--- src/rtl/bfh_pkg.sv ---
package bfh_pkg;

  typedef struct packed {
    logic              req_type;
    logic [7:0]        col;
    logic [7:0]        row;
    logic signed [31:0] entry_value;
    logic [7:0]        box_size;
  } bfh_in_t;

  typedef struct packed {
    logic signed [31:0] dxx;
    logic signed [31:0] dyy;
    logic signed [31:0] dxy;
    logic               out_of_range;
  } bfh_out_t;

  localparam logic REQ_WRITE = 1'b0;
  localparam logic REQ_QUERY = 1'b1;

  localparam int NUM_READS = 40;
  localparam int SUM_W     = 40;
  localparam int DIV_W     = 48;

  typedef enum logic [2:0] {
    ST_IDLE,
    ST_READ,
    ST_DRAIN,
    ST_DIV,
    ST_DONE
  } bfh_state_t;

  localparam logic [1:0] REG_COLS = 2'd0;
  localparam logic [1:0] REG_ROWS = 2'd1;

endpackage

--- src/rtl/bfh_div.sv ---
// Restoring signed divider, one quotient bit per cycle, saturating to 32 bits.
module bfh_div (
  input  logic                    clk,
  input  logic                    rst_n,
  input  logic                    go,
  input  logic signed [bfh_pkg::DIV_W-1:0] num,
  input  logic [15:0]             den,
  output logic                    done,
  output logic signed [31:0]      quo
);
  import bfh_pkg::*;

  logic [DIV_W-1:0] q_r, q_nxt;
  logic [16:0]      rem_r, rem_nxt;
  logic [5:0]       cnt_r, cnt_nxt;
  logic             run_r, run_nxt;
  logic             neg_r, neg_nxt;
  logic             done_r, done_nxt;
  logic [16:0]      trial;
  logic [DIV_W:0]   sq;

  always_comb begin
    q_nxt    = q_r;
    rem_nxt  = rem_r;
    cnt_nxt  = cnt_r;
    run_nxt  = run_r;
    neg_nxt  = neg_r;
    done_nxt = 1'b0;
    trial    = {rem_r[15:0], q_r[DIV_W-1]};
    if (go) begin
      neg_nxt = num[DIV_W-1];
      q_nxt   = num[DIV_W-1] ? DIV_W'(-num) : DIV_W'(num);
      rem_nxt = '0;
      cnt_nxt = 6'(DIV_W);
      run_nxt = 1'b1;
    end else if (run_r) begin
      if (trial >= {1'b0, den}) begin
        rem_nxt = trial - {1'b0, den};
        q_nxt   = {q_r[DIV_W-2:0], 1'b1};
      end else begin
        rem_nxt = trial;
        q_nxt   = {q_r[DIV_W-2:0], 1'b0};
      end
      cnt_nxt = cnt_r - 6'd1;
      if (cnt_r == 6'd1) begin
        run_nxt  = 1'b0;
        done_nxt = 1'b1;
      end
    end
  end

  always_ff @(posedge clk) begin
    if (!rst_n) begin
      run_r  <= 1'b0;
      done_r <= 1'b0;
    end else begin
      run_r  <= run_nxt;
      done_r <= done_nxt;
    end
    q_r   <= q_nxt;
    rem_r <= rem_nxt;
    cnt_r <= cnt_nxt;
    neg_r <= neg_nxt;
  end

  // magnitude fits DIV_W bits; saturate signed
  always_comb begin
    sq = neg_r ? -{1'b0, q_r} : {1'b0, q_r};
    if (!neg_r && q_r > DIV_W'(32'h7fffffff)) begin
      quo = 32'sh7fffffff;
    end else if (neg_r && q_r > DIV_W'(33'h80000000)) begin
      quo = 32'sh80000000;
    end else begin
      quo = sq[31:0];
    end
  end

  assign done = done_r;
endmodule

--- config.mk ---
export PLATFORM = sky130hd
export DESIGN_NAME = bfh_div
export DESIGN_NICKNAME = d
export VERILOG_FILES = /design/src/rtl/bfh_pkg.sv /design/src/rtl/bfh_div.sv
export SDC_FILE = /design/constraint.sdc
export NUM_CORES = 1
export LEC_CHECK = 0
export ABC_AREA = 0
export BUFFER_PORTS_ARGS = -buffer_cell sky130_fd_sc_hd__buf_2
export CAP_MARGIN = 20
export CORE_MARGIN = 2
export CORE_UTILIZATION = 40
export DETAILED_ROUTE_END_ITERATION = 10
export PLACE_DENSITY = 0.59
export SLEW_MARGIN = 40
export SYNTH_ARGS = -nofsm -noshare
export SYNTH_HDL_FRONTEND = slang
export SYNTH_SLANG_ARGS = --single-unit
--- constraint.sdc ---
create_clock -name clk -period 4.7 [get_ports clk]
set_clock_uncertainty 0.15 [all_clocks]
set_input_delay 1.41 -clock clk [delete_from_list [all_inputs] [get_ports clk]]
set_output_delay 1.41 -clock clk [all_outputs]
set_load 0.05 [all_outputs]
======== After elaboration in Yosys (flattened, before gate mapping) ========
Cells that the tools add are included.
storage, ports and cells
  bits in registers ....................... 73
  bits of input ports ..................... 67
  output and inout bits ................... 33
  logic and storage cells ................. 33
operators by class
  $add $sub $neg .......................... 4
  magnitude comparators ................... 3
  equal/unequal tests ..................... 1
  muxes and demuxes ....................... 12
  bitwise logic cells ..................... 2
  reductions and logical operators ........ 5
operators by type and width
  operator                                              count
  2-to-1 mux 48 bit                                     3
  2-to-1 mux 32 bit                                     3
  > comparator 48 x 31 -> 1 bit, second input constant  1
  > comparator 48 x 32 -> 1 bit, second input constant  1
  negation 48 bit                                       1
  negation 32 bit                                       1
  >= comparator 17 x 16 -> 1 bit                        1
  2-to-1 mux 16 bit                                     1
  subtractor 16 bit                                     1
  equality test 6 x 1 -> 1 bit, second input constant   1
  subtractor 6 x 1 -> 6 bit, second input constant      1
  2-to-1 mux 1 bit                                      5
  OR reduction 3 bit                                    1
  logical AND 1 bit                                     2
  NOT 1 bit                                             2
  nonzero test 2 bit                                    1
  zero test 1 bit                                       1

======== Logic depth before layout (Yosys ltp) ========
  word-level depth ........................ 4
  mapped depth ............................ 11
  gate-level depth less buffers ........... 10

======== Worst setup path after synthesis ========
No wires, ideal clock.
  kind .................................... register to output
  from .................................... register q_r[11]
  to ...................................... output port quo[10]
  arrival ................................. 4367 ps
  required time ........................... 3140 ps
  path slack .............................. -1227 ps
  cell stages (with the launch flop) ...... 9
  path buffers ............................ 1
  path through ............................ edfxtp_1 or4_4 or4_1 buf_2 or3_4 o31a_4 clkinv_2 nand2_4 o311ai_0
on the way
  word-level cells in the longest chain between the ends .. 4
  elaborated cells between the ends (all ways) .. 6
  those cells by class .................... order compare: 2; mux: 2; reduce/logical: 2
RTL lines
  item                           line           source
  from (decl)                    bfh_div.sv:13  logic [DIV_W-1:0] q_r, q_nxt;
  from (signal assigned)         bfh_div.sv:60  q_r <= q_nxt;
  > comparator 48 x 32 -> 1 bit  bfh_div.sv:71  end else if (neg_r && q_r > DIV_W'(33'h80000000)) begin
  logical AND 1 bit              bfh_div.sv:71
  2-to-1 mux 32 bit              bfh_div.sv:71
  2-to-1 mux 32 bit *            bfh_div.sv:69  if (!neg_r && q_r > DIV_W'(32'h7fffffff)) begin
  to (decl)                      bfh_div.sv:9   output logic signed [31:0] quo
Every way passes the cells marked *; elsewhere a longest branch is shown, timed or not.

======== Final worst setup path ========
  from .................................... register q_r[15]
  to ...................................... output port quo[11]
Same word-level chain as after synthesis.

==> impl_metrics.prom <==
# TYPE chip_impl_metric gauge
chip_impl_info{name="run_status",value="finished, violations left"} 1
chip_impl_info{name="violations",value="negative setup slack"} 1
chip_impl_metric{name="worst_skew_late_latency",unit="ns"} 0.34
chip_impl_info{name="crit_path_start_kind",value="flip-flop"} 1
chip_impl_metric{name="place.detailed.hpwl",unit="um"} 12720
chip_impl_metric{name="fin_nets",unit=""} 938
chip_impl_metric{name="dr.pass1.iters",unit=""} 5
chip_impl_metric{name="start_util",unit=""} 0.4120
chip_impl_metric{name="cts_htree_levels",unit=""} 3
chip_impl_metric{name="final-max-slew-violation-count",unit=""} 0
chip_impl_metric{name="grt_util_all_layers",unit=""} 0.2178
chip_impl_metric{name="timing.final.ws_setup",unit="ns"} -0.2087
chip_impl_metric{name="syn_nets",unit=""} 819
chip_impl_metric{name="area_of_all_placed_cells_without_fillers",unit="um^2"} 8152
chip_impl_metric{name="grt_pass1_vias",unit=""} 5723
chip_impl_metric{name="floorplan.die.width",unit="um"} 126.8
chip_impl_metric{name="routabilityCongestion",unit=""} 0.9205
chip_impl_metric{name="grt_antenna_before_repair",unit=""} 4
chip_impl_metric{name="static-leakage-power",unit="nW"} 3.134
chip_impl_metric{name="worst-path-max-fanout",unit=""} 6
chip_impl_info{name="synth-main-ff-cell",value="sky130_fd_sc_hd__edfxtp_1"} 1
chip_impl_info{name="worst_hold_class",value="reg -> reg"} 1
chip_impl_metric{name="clk_pin_slew_worst_paths",unit="ns"} 0.05
chip_impl_metric{name="drt_iter0_markers",unit=""} 382
chip_impl_metric{name="numCtsBuffers",unit=""} 9
chip_impl_info{name="worstHoldStart",value="cnt_r[0]"} 1
chip_impl_metric{name="slack_of_the_worst_reg_to_reg_path",unit="ns"} 1.89
chip_impl_info{name="grt_setup_unrepaired",value="yes"} 1
chip_impl_metric{name="fmaxAchievable",unit="MHz"} 203.7
chip_impl_info{name="cts_tree",value="built"} 1
chip_impl_metric{name="worst_r2r_path_depth",unit=""} 10
chip_impl_metric{name="slew_of_the_pin_with_the_lowest_slew_margin",unit="ns"} 0.7626
chip_impl_metric{name="floorplan.die.height",unit="um"} 126.8
chip_impl_metric{name="finalNonFillerCells",unit=""} 1042
chip_impl_metric{name="global_route.overflow_total",unit=""} 0
chip_impl_metric{name="flow.area_growth_from_synthesis",unit="%"} 35.11
chip_impl_metric{name="ys.warnings.count",unit=""} 0
chip_impl_metric{name="powerDensity",unit="nW/um^2"} 283.7
chip_impl_info{name="cts.root.buffer_cell",value="sky130_fd_sc_hd__clkbuf_16"} 1
chip_impl_metric{name="crit_path_max_incr_delay",unit="ns"} 0.53
chip_impl_metric{name="vias",unit=""} 6032
chip_impl_metric{name="synth.lib_cells_used.distinct",unit=""} 63
chip_impl_metric{name="rows",unit=""} 44
chip_impl_metric{name="placedInstanceArea",unit="um^2"} 7148
chip_impl_metric{name="io_buffers",unit=""} 99
chip_impl_metric{name="pin_count",unit=""} 100
chip_impl_info{name="setup.worst_path.end_class",value="output pin"} 1
chip_impl_metric{name="flop_and_latch_count_out_of_synthesis",unit=""} 73
chip_impl_metric{name="count_of_max_cap_constraint_violations",unit=""} 0
chip_impl_metric{name="period_needed",unit="ns"} 4.909
chip_impl_metric{name="route.final.wire_length",unit="um"} 17850
chip_impl_metric{name="syn_area",unit="um^2"} 6033
chip_impl_metric{name="synthesized_netlist_cell_count",unit=""} 731
chip_impl_info{name="hold_path_end",value="cnt_r[0]"} 1
chip_impl_metric{name="grt_first_pass_wirelength",unit="um"} 28590
chip_impl_metric{name="setup_viol",unit=""} 30
chip_impl_metric{name="preCtsSetupSlack",unit="ns"} -0.01873
chip_impl_info{name="critPathLaunch",value="q_r[15]"} 1
chip_impl_metric{name="ir_drop",unit="uV"} 175.0
chip_impl_metric{name="slew_headroom",unit=""} 0.4916
chip_impl_metric{name="critical_path_required",unit="ns"} 3.14
chip_impl_metric{name="detail_route.wl_per_cell",unit="um"} 17.13
chip_impl_metric{name="synth_edf_count",unit=""} 49
chip_impl_metric{name="detail_route.vias_per_cell",unit=""} 5.789
chip_impl_metric{name="final_hold_viol_count",unit=""} 0
chip_impl_info{name="criticalPathCategory",value="reg -> out"} 1
chip_impl_info{name="path_common_cell",value="sky130_fd_sc_hd__buf_6"} 1
chip_impl_metric{name="timing.setup.tns",unit="ns"} -3.093
chip_impl_metric{name="cts.sinks",unit=""} 73
chip_impl_metric{name="ys_seq_area_frac",unit=""} 0.3235
chip_impl_metric{name="worstPathArrival",unit="ns"} 3.35
chip_impl_metric{name="timing.final.crit_share",unit=""} 1.044
chip_impl_metric{name="pin_count_of_the_biggest_net_entering_global_routing",unit=""} 50
chip_impl_metric{name="async_flop_share",unit=""} 0
chip_impl_metric{name="fin_worst_hold_slack",unit="ns"} 0.3431
chip_impl_metric{name="worstHoldPathCells",unit=""} 2
chip_impl_info{name="crit-reg2reg-launch",value="q_r[47]"} 1
chip_impl_metric{name="die-area",unit="um^2"} 16080
chip_impl_metric{name="dpl.cell_count",unit=""} 1008
chip_impl_metric{name="postRouteAntennaNets",unit=""} 0
chip_impl_info{name="endpoint_of_the_worst_slack_reg_to_reg_timing_path",value="rem_r[0]"} 1
chip_impl_metric{name="maximum_buffer_depth_of_the_clock_tree",unit=""} 2
chip_impl_info{name="worst_path_max_delay_cell",value="sky130_fd_sc_hd__or4_1"} 1
chip_impl_metric{name="placeableCoreArea",unit="um^2"} 14640
chip_impl_metric{name="postSynthAreaPerCell",unit="um^2"} 8.253
chip_impl_info{name="critical_path.cell_chain",value="or4_1, or4_4, or3_4, buf_6, o31a_4, buf_6, o21ai_2, nand2_2, o311ai_4, buf_6"} 1
chip_impl_metric{name="remaining_drc_errors",unit=""} 0
chip_impl_metric{name="fraction_of_final_layout_cells_with_drive_strength_greater_than_1",unit=""} 0.2982
[placed cells by master, fill, tap and decap left out, types with 8 or more instances in the layout]
| cell type | n |
|---|---|
| sky130_fd_sc_hd__xor2_1 | 33 |
| sky130_fd_sc_hd__a21oi_1 | 53 |
| sky130_fd_sc_hd__o41ai_2 | 8 |
| sky130_fd_sc_hd__buf_2 | 68 |
| sky130_fd_sc_hd__inv_1 | 34 |
| sky130_fd_sc_hd__o31ai_1 | 11 |
| sky130_fd_sc_hd__a211oi_1 | 12 |
| sky130_fd_sc_hd__or3_1 | 10 |
| sky130_fd_sc_hd__clkbuf_16 | 9 |
| sky130_fd_sc_hd__nor3_1 | 26 |
| sky130_fd_sc_hd__nand2_1 | 72 |
| sky130_fd_sc_hd__edfxtp_1 | 49 |
| sky130_fd_sc_hd__or4_1 | 14 |
| sky130_fd_sc_hd__xnor2_1 | 30 |
| sky130_fd_sc_hd__buf_6 | 33 |
| sky130_fd_sc_hd__mux2i_1 | 11 |
| sky130_fd_sc_hd__nor4_1 | 14 |
| sky130_fd_sc_hd__mux2_2 | 22 |
| sky130_fd_sc_hd__nor2b_1 | 9 |
| sky130_fd_sc_hd__o311ai_4 | 18 |
| sky130_fd_sc_hd__dfxtp_1 | 23 |
| sky130_fd_sc_hd__buf_4 | 41 |
| sky130_fd_sc_hd__o21ai_0 | 15 |
| sky130_fd_sc_hd__nand3_1 | 13 |
| sky130_fd_sc_hd__nor2_1 | 81 |
| sky130_fd_sc_hd__a21oi_2 | 8 |
| sky130_fd_sc_hd__ha_1 | 20 |
[worst max-delay path by stage]
stage / to / slack (ns) / cells after the start
2_1_floorplan: quo[10] / -0.12 / 8
3_3_place_gp: quo[29] / 0.08 / 8
3_5_place_dp: quo[3] / -0.02 / 8
4_1_cts: quo[13] / -0.18 / 8
5_1_grt: quo[8] / -0.29 / 10
6_report: quo[11] / -0.21 / 10
[routing by layer]
metal	global-route usage	vias to the layer above	part of all wire
li1	-	2951	-
met1	0.2730	2862	0.44
met2	0.3792	187	0.49
met3	0.03374	30	0.050
met4	0.08080	2	0.019
met5	0	-	0.00078
[timing repair]
| item | CTS | global route |
|---|---|---|
| hold buffers | 0 | 0 |
| pin swaps | 17 | 29 |
| buffers inserted | 3 | 6 |
| cloned | 6 | 0 |
| gates resized for setup | 79 | 43 |
| endpoints found under the setup margin | 29 | 32 |
[final cells by class]
type	count	area, um^2
fillers	1329	6492
repair inverters	1	8.758
clock inverters	2	60.06
repair buffers	144	1055
multi-input cells	585	4415
clock buffers	14	274.0
inverters	36	147.6
diodes	3	7.507
flip-flops and latches	73	1953
well taps	184	230.2
[worst max-delay path, delay by kind of cell, from the launching register on]
kind	cells	cell delay [ns]
flops	1	0.37
buf+inv	3	0.49
simple gates	4	1.52
compound gates	3	0.62
[per-stage QoR]
stage / total power [mW] / util
6_report: 2.313 / 0.5566
5_1_grt: 2.422 / 0.5565
4_1_cts: 2.306 / 0.5396
3_5_place_dp: 1.483 / 0.4881
3_3_place_gp: 1.469 / 0.4880
2_1_floorplan: 1.289 / -
[flip-flops by register name (all words and copies together) (netlist names)]
register  count
rem_r        16
done          1
neg_r         1
cnt_r         6
q_r          48
run_r         1
[Yosys cell counts (3+ instances only)]
cell type,count,area (um^2)
sky130_fd_sc_hd__nor2_1,81,304.0
sky130_fd_sc_hd__nand2_1,77,289.0
sky130_fd_sc_hd__a21oi_1,62,310.3
sky130_fd_sc_hd__edfxtp_1,49,1471
sky130_fd_sc_hd__inv_1,35,131.4
sky130_fd_sc_hd__xor2_1,33,289.0
sky130_fd_sc_hd__clkbuf_1,32,120.1
sky130_fd_sc_hd__xnor2_1,30,262.8
sky130_fd_sc_hd__nor3_1,26,130.1
sky130_fd_sc_hd__dfxtp_1,24,480.5
sky130_fd_sc_hd__o21ai_0,23,115.1
sky130_fd_sc_hd__mux2_2,22,247.7
sky130_fd_sc_hd__ha_1,20,250.2
sky130_fd_sc_hd__nor4_1,16,100.1
sky130_fd_sc_hd__o41ai_1,15,131.4
sky130_fd_sc_hd__or4_1,15,112.6
sky130_fd_sc_hd__o31ai_1,14,105.1
sky130_fd_sc_hd__nand3_1,13,65.06
sky130_fd_sc_hd__a211oi_1,12,90.09
sky130_fd_sc_hd__mux2i_1,11,110.1
sky130_fd_sc_hd__o311ai_1,11,96.34
sky130_fd_sc_hd__nor2b_1,10,62.56
sky130_fd_sc_hd__or3_1,10,62.56
sky130_fd_sc_hd__o311ai_0,8,70.07
sky130_fd_sc_hd__a21o_1,7,52.55
sky130_fd_sc_hd__a31oi_1,7,43.79
sky130_fd_sc_hd__buf_1,5,18.77
sky130_fd_sc_hd__nand2b_1,5,31.28
sky130_fd_sc_hd__o211ai_1,5,37.54
sky130_fd_sc_hd__o21a_1,5,37.54
sky130_fd_sc_hd__nand4_1,4,25.02
sky130_fd_sc_hd__o31a_1,4,35.03
sky130_fd_sc_hd__buf_2,3,15.01
sky130_fd_sc_hd__nand3b_1,3,22.52
sky130_fd_sc_hd__or2_2,3,18.77
[cell families (layout without fill, tap and decap cells)]
group,count (synthesis),count (layout),share of synthesized area
AO/OA/AOI/OAI,187,189,0.2070
XOR/XNOR,63,63,0.09146
adder cells (fa/ha/maj),21,21,0.04479
buffers and inverters,78,197,0.05185
flip-flops,73,73,0.3235
multiplexers,33,33,0.05931
other,0,3,0
AND/OR/NAND/NOR,276,279,0.2221
[report_power, final]
part | switching (mW) | leakage, nW | internal [mW]
registers | 0.0722 | 0.683 | 0.770
logic | 0.416 | 2.29 | 0.296
clock network | 0.250 | 0.163 | 0.508
(Power assumes the default switching activity.)
