**src/rtl/bfh_pkg.sv**
```systemverilog
package bfh_pkg;

  typedef struct packed {
    logic              req_type;
    logic [7:0]        col;
    logic [7:0]        row;
    logic signed [31:0] entry_value;
    logic [7:0]        box_size;
  } bfh_in_t;

  typedef struct packed {
    logic signed [31:0] dxx;
    logic signed [31:0] dyy;
    logic signed [31:0] dxy;
    logic               out_of_range;
  } bfh_out_t;

  localparam logic REQ_WRITE = 1'b0;
  localparam logic REQ_QUERY = 1'b1;

  localparam int NUM_READS = 40;
  localparam int SUM_W     = 40;
  localparam int DIV_W     = 48;

  typedef enum logic [2:0] {
    ST_IDLE,
    ST_READ,
    ST_DRAIN,
    ST_DIV,
    ST_DONE
  } bfh_state_t;

  localparam logic [1:0] REG_COLS = 2'd0;
  localparam logic [1:0] REG_ROWS = 2'd1;

endpackage

```
**src/rtl/bfh_corner.sv**
```systemverilog
// Corner generator: for read step k gives coordinates, weight and derivative.
module bfh_corner (
  input  logic [5:0]        step,
  input  logic [7:0]        cx,
  input  logic [7:0]        cy,
  input  logic [6:0]        lobe,
  input  logic [5:0]        half,
  output logic signed [10:0] px,
  output logic signed [10:0] py,
  output logic signed [2:0]  wt,
  output logic [1:0]         sel
);
  import bfh_pkg::*;

  logic signed [10:0] x, y, l, h;
  logic signed [10:0] ax0, ay0, ax1, ay1;
  logic signed [2:0]  bw;
  logic [3:0]         box;
  logic [1:0]         cn;

  always_comb begin
    x   = 11'(cx);
    y   = 11'(cy);
    l   = 11'(lobe);
    h   = 11'(half);
    box = step[5:2];
    cn  = step[1:0];
    ax0 = '0; ay0 = '0; ax1 = '0; ay1 = '0; bw = 3'sd1; sel = 2'd0;
    case (box)
      4'd0: begin ax0 = x-l-h;   ay0 = y-l+1; ax1 = x-h;     ay1 = y+l; bw = 3'sd1; end
      4'd1: begin ax0 = x-h;     ay0 = y-l+1; ax1 = x+h+1;   ay1 = y+l; bw = -3'sd2; end
      4'd2: begin ax0 = x+h+1;   ay0 = y-l+1; ax1 = x+h+l+1; ay1 = y+l; bw = 3'sd1; end
      4'd3: begin ax0 = x-l+1; ay0 = y-l-h;   ax1 = x+l; ay1 = y-h;     bw = 3'sd1; sel = 2'd1; end
      4'd4: begin ax0 = x-l+1; ay0 = y-h;     ax1 = x+l; ay1 = y+h+1;   bw = -3'sd2; sel = 2'd1; end
      4'd5: begin ax0 = x-l+1; ay0 = y+h+1;   ax1 = x+l; ay1 = y+h+l+1; bw = 3'sd1; sel = 2'd1; end
      4'd6: begin ax0 = x-l; ay0 = y-l; ax1 = x;     ay1 = y;     bw = 3'sd1; sel = 2'd2; end
      4'd7: begin ax0 = x+1; ay0 = y-l; ax1 = x+l+1; ay1 = y;     bw = -3'sd1; sel = 2'd2; end
      4'd8: begin ax0 = x-l; ay0 = y+1; ax1 = x;     ay1 = y+l+1; bw = -3'sd1; sel = 2'd2; end
      default: begin ax0 = x+1; ay0 = y+1; ax1 = x+1+l; ay1 = y+1+l; bw = 3'sd1; sel = 2'd2; end
    endcase
    case (cn)
      2'd0:    begin px = ax0; py = ay0; wt = bw; end
      2'd1:    begin px = ax1; py = ay1; wt = bw; end
      2'd2:    begin px = ax0; py = ay1; wt = -bw; end
      default: begin px = ax1; py = ay0; wt = -bw; end
    endcase
  end
endmodule

```
**config.mk**
```make
export PLATFORM = sky130hd
export DESIGN_NAME = bfh_corner
export DESIGN_NICKNAME = d
export VERILOG_FILES = /design/src/rtl/bfh_pkg.sv /design/src/rtl/bfh_corner.sv
export SDC_FILE = /design/constraint.sdc
export NUM_CORES = 1
export LEC_CHECK = 0
export BUFFER_PORTS_ARGS = -buffer_cell sky130_fd_sc_hd__buf_2
export CAP_MARGIN = 20
export CORE_ASPECT_RATIO = 0.75
export CORE_MARGIN = 4
export CORE_UTILIZATION = 40
export DETAILED_ROUTE_END_ITERATION = 10
export PLACE_DENSITY = 0.55
export SYNTH_ARGS = -nofsm -noshare
export SYNTH_HDL_FRONTEND = slang
export SYNTH_SLANG_ARGS = --single-unit
export TNS_END_PERCENT = 10
```
**constraint.sdc**
```tcl
create_clock -name vclk -period 8.72
set_clock_uncertainty 0.2 [all_clocks]
set_input_delay 0 -clock vclk [all_inputs]
set_output_delay 0 -clock vclk [all_outputs]
set_load 0.02 [all_outputs]
```
Yosys cells after proc, flatten, opt, wreduce, memory -nomap -nowiden

Cells that the tools add are included.

Register bits after elaboration: 0

Add/sub/neg operators: 29
Equality and inequality tests: 10
Multiplexer cells: 9
Reduce and logical (&&, ||, !) cells: 11

Operators with widths:

| cell                  | count |
|---|---|
| $pmux 11 s6           | 2 |
| $pmux 11 s5           | 2 |
| $add 9x7->10          | 4 |
| $add 8x7->9           | 4 |
| $sub 8x7->9           | 4 |
| $add 10x1->11 const B | 2 |
| $add 11x2->11 const B | 2 |
| $mux 11               | 2 |
| $sub 11x7->11         | 2 |
| $add 9x1->10 const B  | 2 |
| $add 9x2->10 const B  | 2 |
| $add 8x1->9 const B   | 2 |
| $add 8x6->9           | 2 |
| $sub 8x6->9           | 2 |
| $eq 4x3->1 const B    | 4 |
| $reduce_or 2->1       | 7 |
| $eq 4x2->1 const B    | 2 |
| $pmux 3 s2            | 1 |
| $reduce_or 3->1       | 2 |
| $eq 4x1->1 const B    | 1 |
| $eq 4x4->1 const B    | 1 |
| $logic_not 4->1       | 1 |
| $pmux 2 s2            | 1 |
| $mux 3                | 1 |
| other kinds (4)       | 4 |

Logic depth before layout (Yosys ltp)

Gate-level depths: netlist of run 1.

Depth in word-level cells: 5
Depth in mapped cells: 17

Least setup slack after synthesis of run 1

OpenSTA, ideal clock, no wires.

Path type: input -> output
From: input half[1]
To: output py[5]
Arrival time: 3.053 ns
Data required time: 8.520 ns
Slack: 5.467 ns
Cell stages on the path: 13
Buffers on the path: 0
Cell sequence: inv_1 ha_1 nor2b_1 o21ba_2 nor2_1 xnor2_1 inv_1 ha_1 and2_1 or4_1 nand4_1 a211oi_1 a311oi_1

Word-level cells in the longest chain between the ends: 5
Elaborated cells between the ends (all ways): 9
Those cells by class: 6 x add/sub; 3 x mux

RTL lines:

| element         | RTL line                           | source |
|---|---|---|
| start, declared | bfh_corner.sv:7                    | `input logic [5:0] half,` |
| $add 8x6->9     | bfh_corner.sv:34, bfh_corner.sv:35 |  |
| $add 9x7->10    | bfh_corner.sv:35                   | `4'd5: begin ax0 = x-l+1; ay0 = y+h+1; ax1 = x+l; ay1 = y+h+l+1; bw = 3'sd1; sel = 2'd1; end` |
| $add 10x1->11   | bfh_corner.sv:35                   |  |
| $pmux 11 s6     | bfh_corner.sv:29                   | `case (box)` |
| $mux 11 *       | bfh_corner.sv:41                   | `case (cn)` |
| end, declared   | bfh_corner.sv:9                    | `output logic signed [10:0] py,` |

Mark *: on every way between the ends. The rest lies on a longest branch, timed or not.

Worst setup path after layout of run 1

From: input cx[0]
To: output px[7]

Word-level cells in the longest chain between the ends: 5
Elaborated cells between the ends (all ways): 17
Those cells by class: 14 x add/sub; 3 x mux

RTL lines:

| element         | RTL line                           | source |
|---|---|---|
| start, declared | bfh_corner.sv:4                    | `input logic [7:0] cx,` |
| $add 8x6->9     | bfh_corner.sv:31, bfh_corner.sv:32 |  |
| $add 9x7->10    | bfh_corner.sv:32                   | `4'd2: begin ax0 = x+h+1; ay0 = y-l+1; ax1 = x+h+l+1; ay1 = y+l; bw = 3'sd1; end` |
| $add 10x1->11   | bfh_corner.sv:32                   |  |
| $pmux 11 s6     | bfh_corner.sv:29                   |  |
| $mux 11 *       | bfh_corner.sv:41                   |  |
| end, declared   | bfh_corner.sv:8                    | `output logic signed [10:0] px,` |

Marks and branches as above.

==> flow_summary.json, run 1 <==
{
  "floorplan.die_area_sq_mm": 0.0214,
  "drv_slew": 0,
  "criticalPathCategory": "input port to primary output",
  "tightest_slew_ns": 1.17,
  "detail_route.first_pass.iterations": 6,
  "design.seq.count": 0,
  "detail_route.wl_per_cell_um": 22.8,
  "grt_pass1_vias": 7750,
  "hold_path_end": "px[0]",
  "post_cts_buffers": 0,
  "hp-start": "cx[0]",
  "post-route-min-period_ns": 4.09,
  "report.power.total_w": 0.000783,
  "netlist.area_leader.share": 0.167,
  "rsz_0062_raised_after_global_routing": "no",
  "max_cap_violations": 0,
  "cp-end-kind": "primary output",
  "setup_total_negative_slack_ns": 0,
  "synthesis.nets": 1256,
  "synth_cell_type_count": 94,
  "hold_violations_final": 0,
  "synthesized_cell_area_sq_mm": 0.00765,
  "synth.top_cells.by_count": "sky130_fd_sc_hd__nor2_1 (105), sky130_fd_sc_hd__ha_1 (102), sky130_fd_sc_hd__a21oi_1 (90), sky130_fd_sc_hd__nand2_1 (67), sky130_fd_sc_hd__o21ai_0 (67)",
  "place_hpwl_um": 24800,
  "routed-via-count": 8745,
  "max-vdd-ir-drop_v": 0.0000479,
  "remaining_drc_errors": 0,
  "synthMostInstantiatedCell": "sky130_fd_sc_hd__nor2_1",
  "fmax_ghz": 0.245,
  "via_per_inst": 6.41,
  "timing.critical_path.arrival_ns": 3.89,
  "final_layout_size_suffix_gt1_frac": 0.0921,
  "worst_relative_slew_slack": 0.212,
  "cts_resized": 0,
  "dp_worst_setup_slack_ns": 4.71,
  "flow.area_growth_from_synthesis_pct": 5.77,
  "num-nets-final": 1273,
  "hold-path-cell-count": 3,
  "finalSetupViolations": 0,
  "global_route_wire_length_before_repair_um": 46800,
  "critPathMaxFanout": 7,
  "antenna_found_initial": 0,
  "port_buffers": 62,
  "avgSynthCellArea_sq_um": 6.94,
  "grt_ovf": 0,
  "wl_um": 31200,
  "power_leakage_nw": 3.30,
  "final-seq-area_sq_um": 0,
  "dieHeight_um": 128,
  "crit_required_ns": 8.52,
  "result_of_the_run": "completed",
  "cellPowerDensity_mw_per_mm2": 96.8,
  "hold_path.class": "input port to primary output",
  "top_level_ports": 62,
  "post_synth_inst_count": 1103,
  "postRouteAntennaNets": 0,
  "gp_congestion": 0.960,
  "clockBufferCount": 0,
  "row_count": 43,
  "design.core.area_sq_mm": 0.0186,
  "cts-hold-fix-buffers": 0,
  "worst_setup_path_start_kind": "input port",
  "share_of_the_clock_period_used_by_the_worst_path": 0.469,
  "synthesis.yosys.warnings": 0,
  "global_route.usage.total": 0.275,
  "seq_area_frac_synth": 0,
  "drtIter0Drc": 1249,
  "initial_utilization": 0.411,
  "antenna_diodes": 0,
  "setup_slack_ns": 4.63,
  "grt_max_degree": 32,
  "synth.largest_area_cell": "sky130_fd_sc_hd__ha_1",
  "synth_top_cells_by_area": "sky130_fd_sc_hd__ha_1 (17%), sky130_fd_sc_hd__xnor2_1 (6.0%), sky130_fd_sc_hd__a21oi_1 (5.9%)",
  "die_x_um": 168
}
-- per-stage QoR --
| stage | area, sq um | std cells | utilization | hold WS [ns] |
|---|---|---|---|---|
| 3_5_place_dp | 8090 | 1364 | 0.434 | 0.356 |
| 2_1_floorplan | 7650 | 1103 | - | -0.0493 |
| 4_1_cts | 8090 | 1364 | 0.434 | 0.357 |
| 3_3_place_gp | 8090 | 1364 | 0.434 | 0.345 |
| 6_report | 8090 | 1365 | 0.435 | 0.372 |
| 5_1_grt | 8090 | 1365 | 0.435 | 0.371 |
-- worst max-delay path by stage --
| stage | cells after the start | to | slack, ns | start |
|---|---|---|---|---|
| 2_1_floorplan | 13 | py[5] | 5.47 | half[1] |
| 3_3_place_gp | 16 | px[7] | 4.78 | cx[0] |
| 3_5_place_dp | 16 | px[7] | 4.71 | cx[1] |
| 4_1_cts | 16 | px[7] | 4.72 | cx[1] |
| 5_1_grt | 17 | px[7] | 4.29 | lobe[1] |
| 6_report | 16 | px[7] | 4.63 | cx[0] |
-- cell usage in the layout (no fill, tap or decap), drive strengths merged, types with 6 or more instances in the layout --
| master | instances |
|---|---|
| or2 | 11 |
| ha | 102 |
| o22ai | 12 |
| and3 | 9 |
| a21o | 14 |
| o31a | 11 |
| o311ai | 7 |
| nor4 | 16 |
| a22oi | 10 |
| mux2i | 8 |
| o211ai | 9 |
| nand3 | 30 |
| o21a | 15 |
| or4 | 8 |
| a221oi | 18 |
| nor2 | 105 |
| o2111ai | 7 |
| o31ai | 9 |
| or3 | 10 |
| nand2b | 28 |
| nor3 | 43 |
| xnor2 | 54 |
| a211oi | 15 |
| o21ai | 70 |
| a2111oi | 9 |
| a21oi | 90 |
| a32oi | 6 |
| nand2 | 68 |
| xor2 | 36 |
| o21bai | 10 |
| inv | 64 |
| fa | 16 |
| buf | 70 |
| and2 | 9 |
| nor2b | 29 |
| nand3b | 6 |
| o221ai | 13 |
-- kinds of logic (layout without fill, tap and decap cells) --
logic type | Yosys count | in the layout | synth area share
AO/OA/AOI/OAI | 375 | 375 | 0.347
XOR/XNOR | 90 | 90 | 0.105
adder cells (fa/ha/maj) | 118 | 118 | 0.209
buffers and inverters | 120 | 135 | 0.0630
multiplexers | 10 | 10 | 0.0134
AND/OR/NAND/NOR | 390 | 390 | 0.263
-- worst max-delay path, stage by stage --
cell	delay [ns]
sky130_fd_sc_hd__buf_2	0.22
sky130_fd_sc_hd__inv_1	0.17
sky130_fd_sc_hd__ha_1	0.30
sky130_fd_sc_hd__fa_1	0.42
sky130_fd_sc_hd__nor2b_1	0.22
sky130_fd_sc_hd__o31ai_1	0.11
sky130_fd_sc_hd__xnor2_1	0.47
sky130_fd_sc_hd__ha_1	0.38
sky130_fd_sc_hd__o21a_1	0.19
sky130_fd_sc_hd__o31a_1	0.13
sky130_fd_sc_hd__a211oi_2	0.28
sky130_fd_sc_hd__xnor2_1	0.11
sky130_fd_sc_hd__a2111oi_0	0.41
sky130_fd_sc_hd__o221a_1	0.26
sky130_fd_sc_hd__nor4_2	0.05
sky130_fd_sc_hd__buf_2	0.17
-- final cells by class --
cell class	instances	area, sq um
fill	2035	10500
multi-input combinational	983	7170
timing repair buffer	70	370
tap	247	309
inverter	65	244
-- power breakdown --
part           leakage, nW  switching [W]  internal (W)
Combinational         3.30       0.000497      0.000287
Sequential               0              0             0
Clock                    0              0             0
-- metal layers --
metal | vias up | global-route usage | share of wire
met3 | 28 | 0.0583 | 0.12
li1 | 4162 | - | -
met5 | - | 0 | 0
met4 | 0 | 0.0344 | 0.014
met2 | 485 | 0.363 | 0.36
met1 | 4070 | 0.454 | 0.50
Power figures use the tool's default switching activity.
==> inputs of run 2 (changes only) <==
clock period = 4 ns   (was 8.72 ns; I/O delays follow)
==> run 2 against run 1 <==
Worst setup slack worse by 4.4 ns; sequential share of layout area stayed put; combinational power is 130% higher; first-iteration DRC count is 4.3% higher; critical path type unchanged.
==> flow_summary.json, run 2 (synthesis results as in run 1) <==
{
  "critPathTopFamily": "compound AO/OA/AOI/OAI gates",
  "crit_end": "px[7]",
  "critical_path_source": "cx[0]",
  "share_of_the_clock_period_used_by_the_worst_path": 0.947,
  "post-route-min-period_ns": 3.79,
  "max_cap_violations": 0,
  "design.seq.count": 0,
  "port_buffers": 62,
  "power_leakage_nw": 3.49,
  "crit_path_cell_trace": "buf_2 > inv_1 > ha_1 > fa_1 > xnor2_1 > ha_1 > o21a_1 > o31a_1 > o31a_1 > a211oi_2 > xnor2_1 > a2111oi_0 > o221a_1 > nor4_2 > buf_2",
  "clockBufferCount": 0,
  "cts_resized": 0,
  "finalSetupViolations": 0,
  "top_level_ports": 62,
  "criticalPathCategory": "input port to primary output",
  "tightest_slew_ns": 0.873,
  "cts-hold-fix-buffers": 0,
  "result_of_the_run": "completed",
  "drtIter0Drc": 1303,
  "worst_relative_slew_slack": 0.418,
  "gp_congestion": 1.04,
  "worst_setup_path_start_kind": "input port",
  "rsz_0062_raised_after_global_routing": "no",
  "hold_path.class": "input port to primary output",
  "crit_required_ns": 3.80,
  "place_hpwl_um": 25900,
  "setup_total_negative_slack_ns": 0,
  "wl_um": 31900,
  "hold_violations_final": 0,
  "critPathMaxFanout": 7,
  "crit_cells": 15,
  "post_cts_buffers": 0,
  "cp_slowest_stage_delay_ns": 0.45,
  "layout.cells.most_common": "sky130_fd_sc_hd__nor2_1",
  "remaining_drc_errors": 0,
  "worst_path_buffer_plus_inverter_count": 3,
  "grt_pass1_vias": 7908,
  "grt_ovf": 0,
  "via_per_inst": 6.40,
  "die_x_um": 168,
  "detail_route.wl_per_cell_um": 22.8,
  "cpMaxStageDelayCell": "sky130_fd_sc_hd__fa_1",
  "flow.area_growth_from_synthesis_pct": 9.73,
  "row_count": 43,
  "max-vdd-ir-drop_v": 0.0000846,
  "global_route.usage.total": 0.283,
  "layout_common_cells": "sky130_fd_sc_hd__nor2_1 (104), sky130_fd_sc_hd__ha_1 (102), sky130_fd_sc_hd__a21oi_1 (90)",
  "cp-end-kind": "primary output",
  "antenna_found_initial": 0,
  "final-seq-area_sq_um": 0,
  "cellPowerDensity_mw_per_mm2": 212,
  "global_route_wire_length_before_repair_um": 47800,
  "floorplan.die_area_sq_mm": 0.0214,
  "dieHeight_um": 128,
  "num-nets-final": 1312,
  "detail_route.first_pass.iterations": 5,
  "initial_utilization": 0.411,
  "grt_max_degree": 32,
  "hold-path-cell-count": 5,
  "design.core.area_sq_mm": 0.0186,
  "drv_slew": 0,
  "fmax_ghz": 0.264,
  "postRouteAntennaNets": 0,
  "routed-via-count": 8983,
  "timing.critical_path.arrival_ns": 3.59,
  "final_layout_size_suffix_gt1_frac": 0.124,
  "antenna_diodes": 0,
  "fin_worst_hold_slack_ns": 0.320
}
-- run 2: cell type report --
type / count / area (sq um)
Fill cell: 1985 / 10200
Inverter: 65 / 244
Multi-Input combinational cell: 983 / 7180
Tap cell: 247 / 309
Timing Repair Buffer: 109 / 663
-- run 2: worst min-delay path, stage by stage --
cell	delay (ns)
sky130_fd_sc_hd__buf_2	0.17
sky130_fd_sc_hd__nand2_1	0.06
sky130_fd_sc_hd__o21ai_0	0.06
sky130_fd_sc_hd__a221oi_1	0.07
sky130_fd_sc_hd__buf_2	0.15
-- run 2: worst min-delay path by stage --
stage,start,endpoint,slack [ns]
2_1_floorplan,cx[0],px[0],-0.05
3_3_place_gp,step[5],wt[1],0.31
3_5_place_dp,step[5],wt[1],0.31
4_1_cts,step[5],wt[1],0.32
5_1_grt,cx[0],px[0],0.37
6_report,step[5],wt[1],0.32
-- run 2: routing by layer --
layer,GRT usage,share of wire,vias up
met2,0.372,0.37,514
li1,-,-,4242
met5,0,0,-
met4,0.0143,0.0057,0
met3,0.0968,0.15,14
met1,0.453,0.48,4213
-- run 2: power breakdown --
group	internal (W)	switching [W]	leakage, nW
combinational	0.000675	0.00111	3.49
sequential	0	0	0
clock	0	0	0
-- run 2: metrics by stage --
stage / std cells / total power, W / util / cell area, sq um / setup slack, ns
finish: 1404 / 0.00178 / 0.451 / 8400 / 0.213
global route: 1404 / 0.00193 / 0.451 / 8400 / 0.0225
CTS: 1404 / 0.00173 / 0.450 / 8390 / 0.219
detailed placement: 1404 / 0.00171 / 0.450 / 8390 / 0.241
global placement: 1404 / 0.00172 / 0.450 / 8390 / 0.300
floorplan: 1103 / 0.00122 / - / 7650 / 0.747
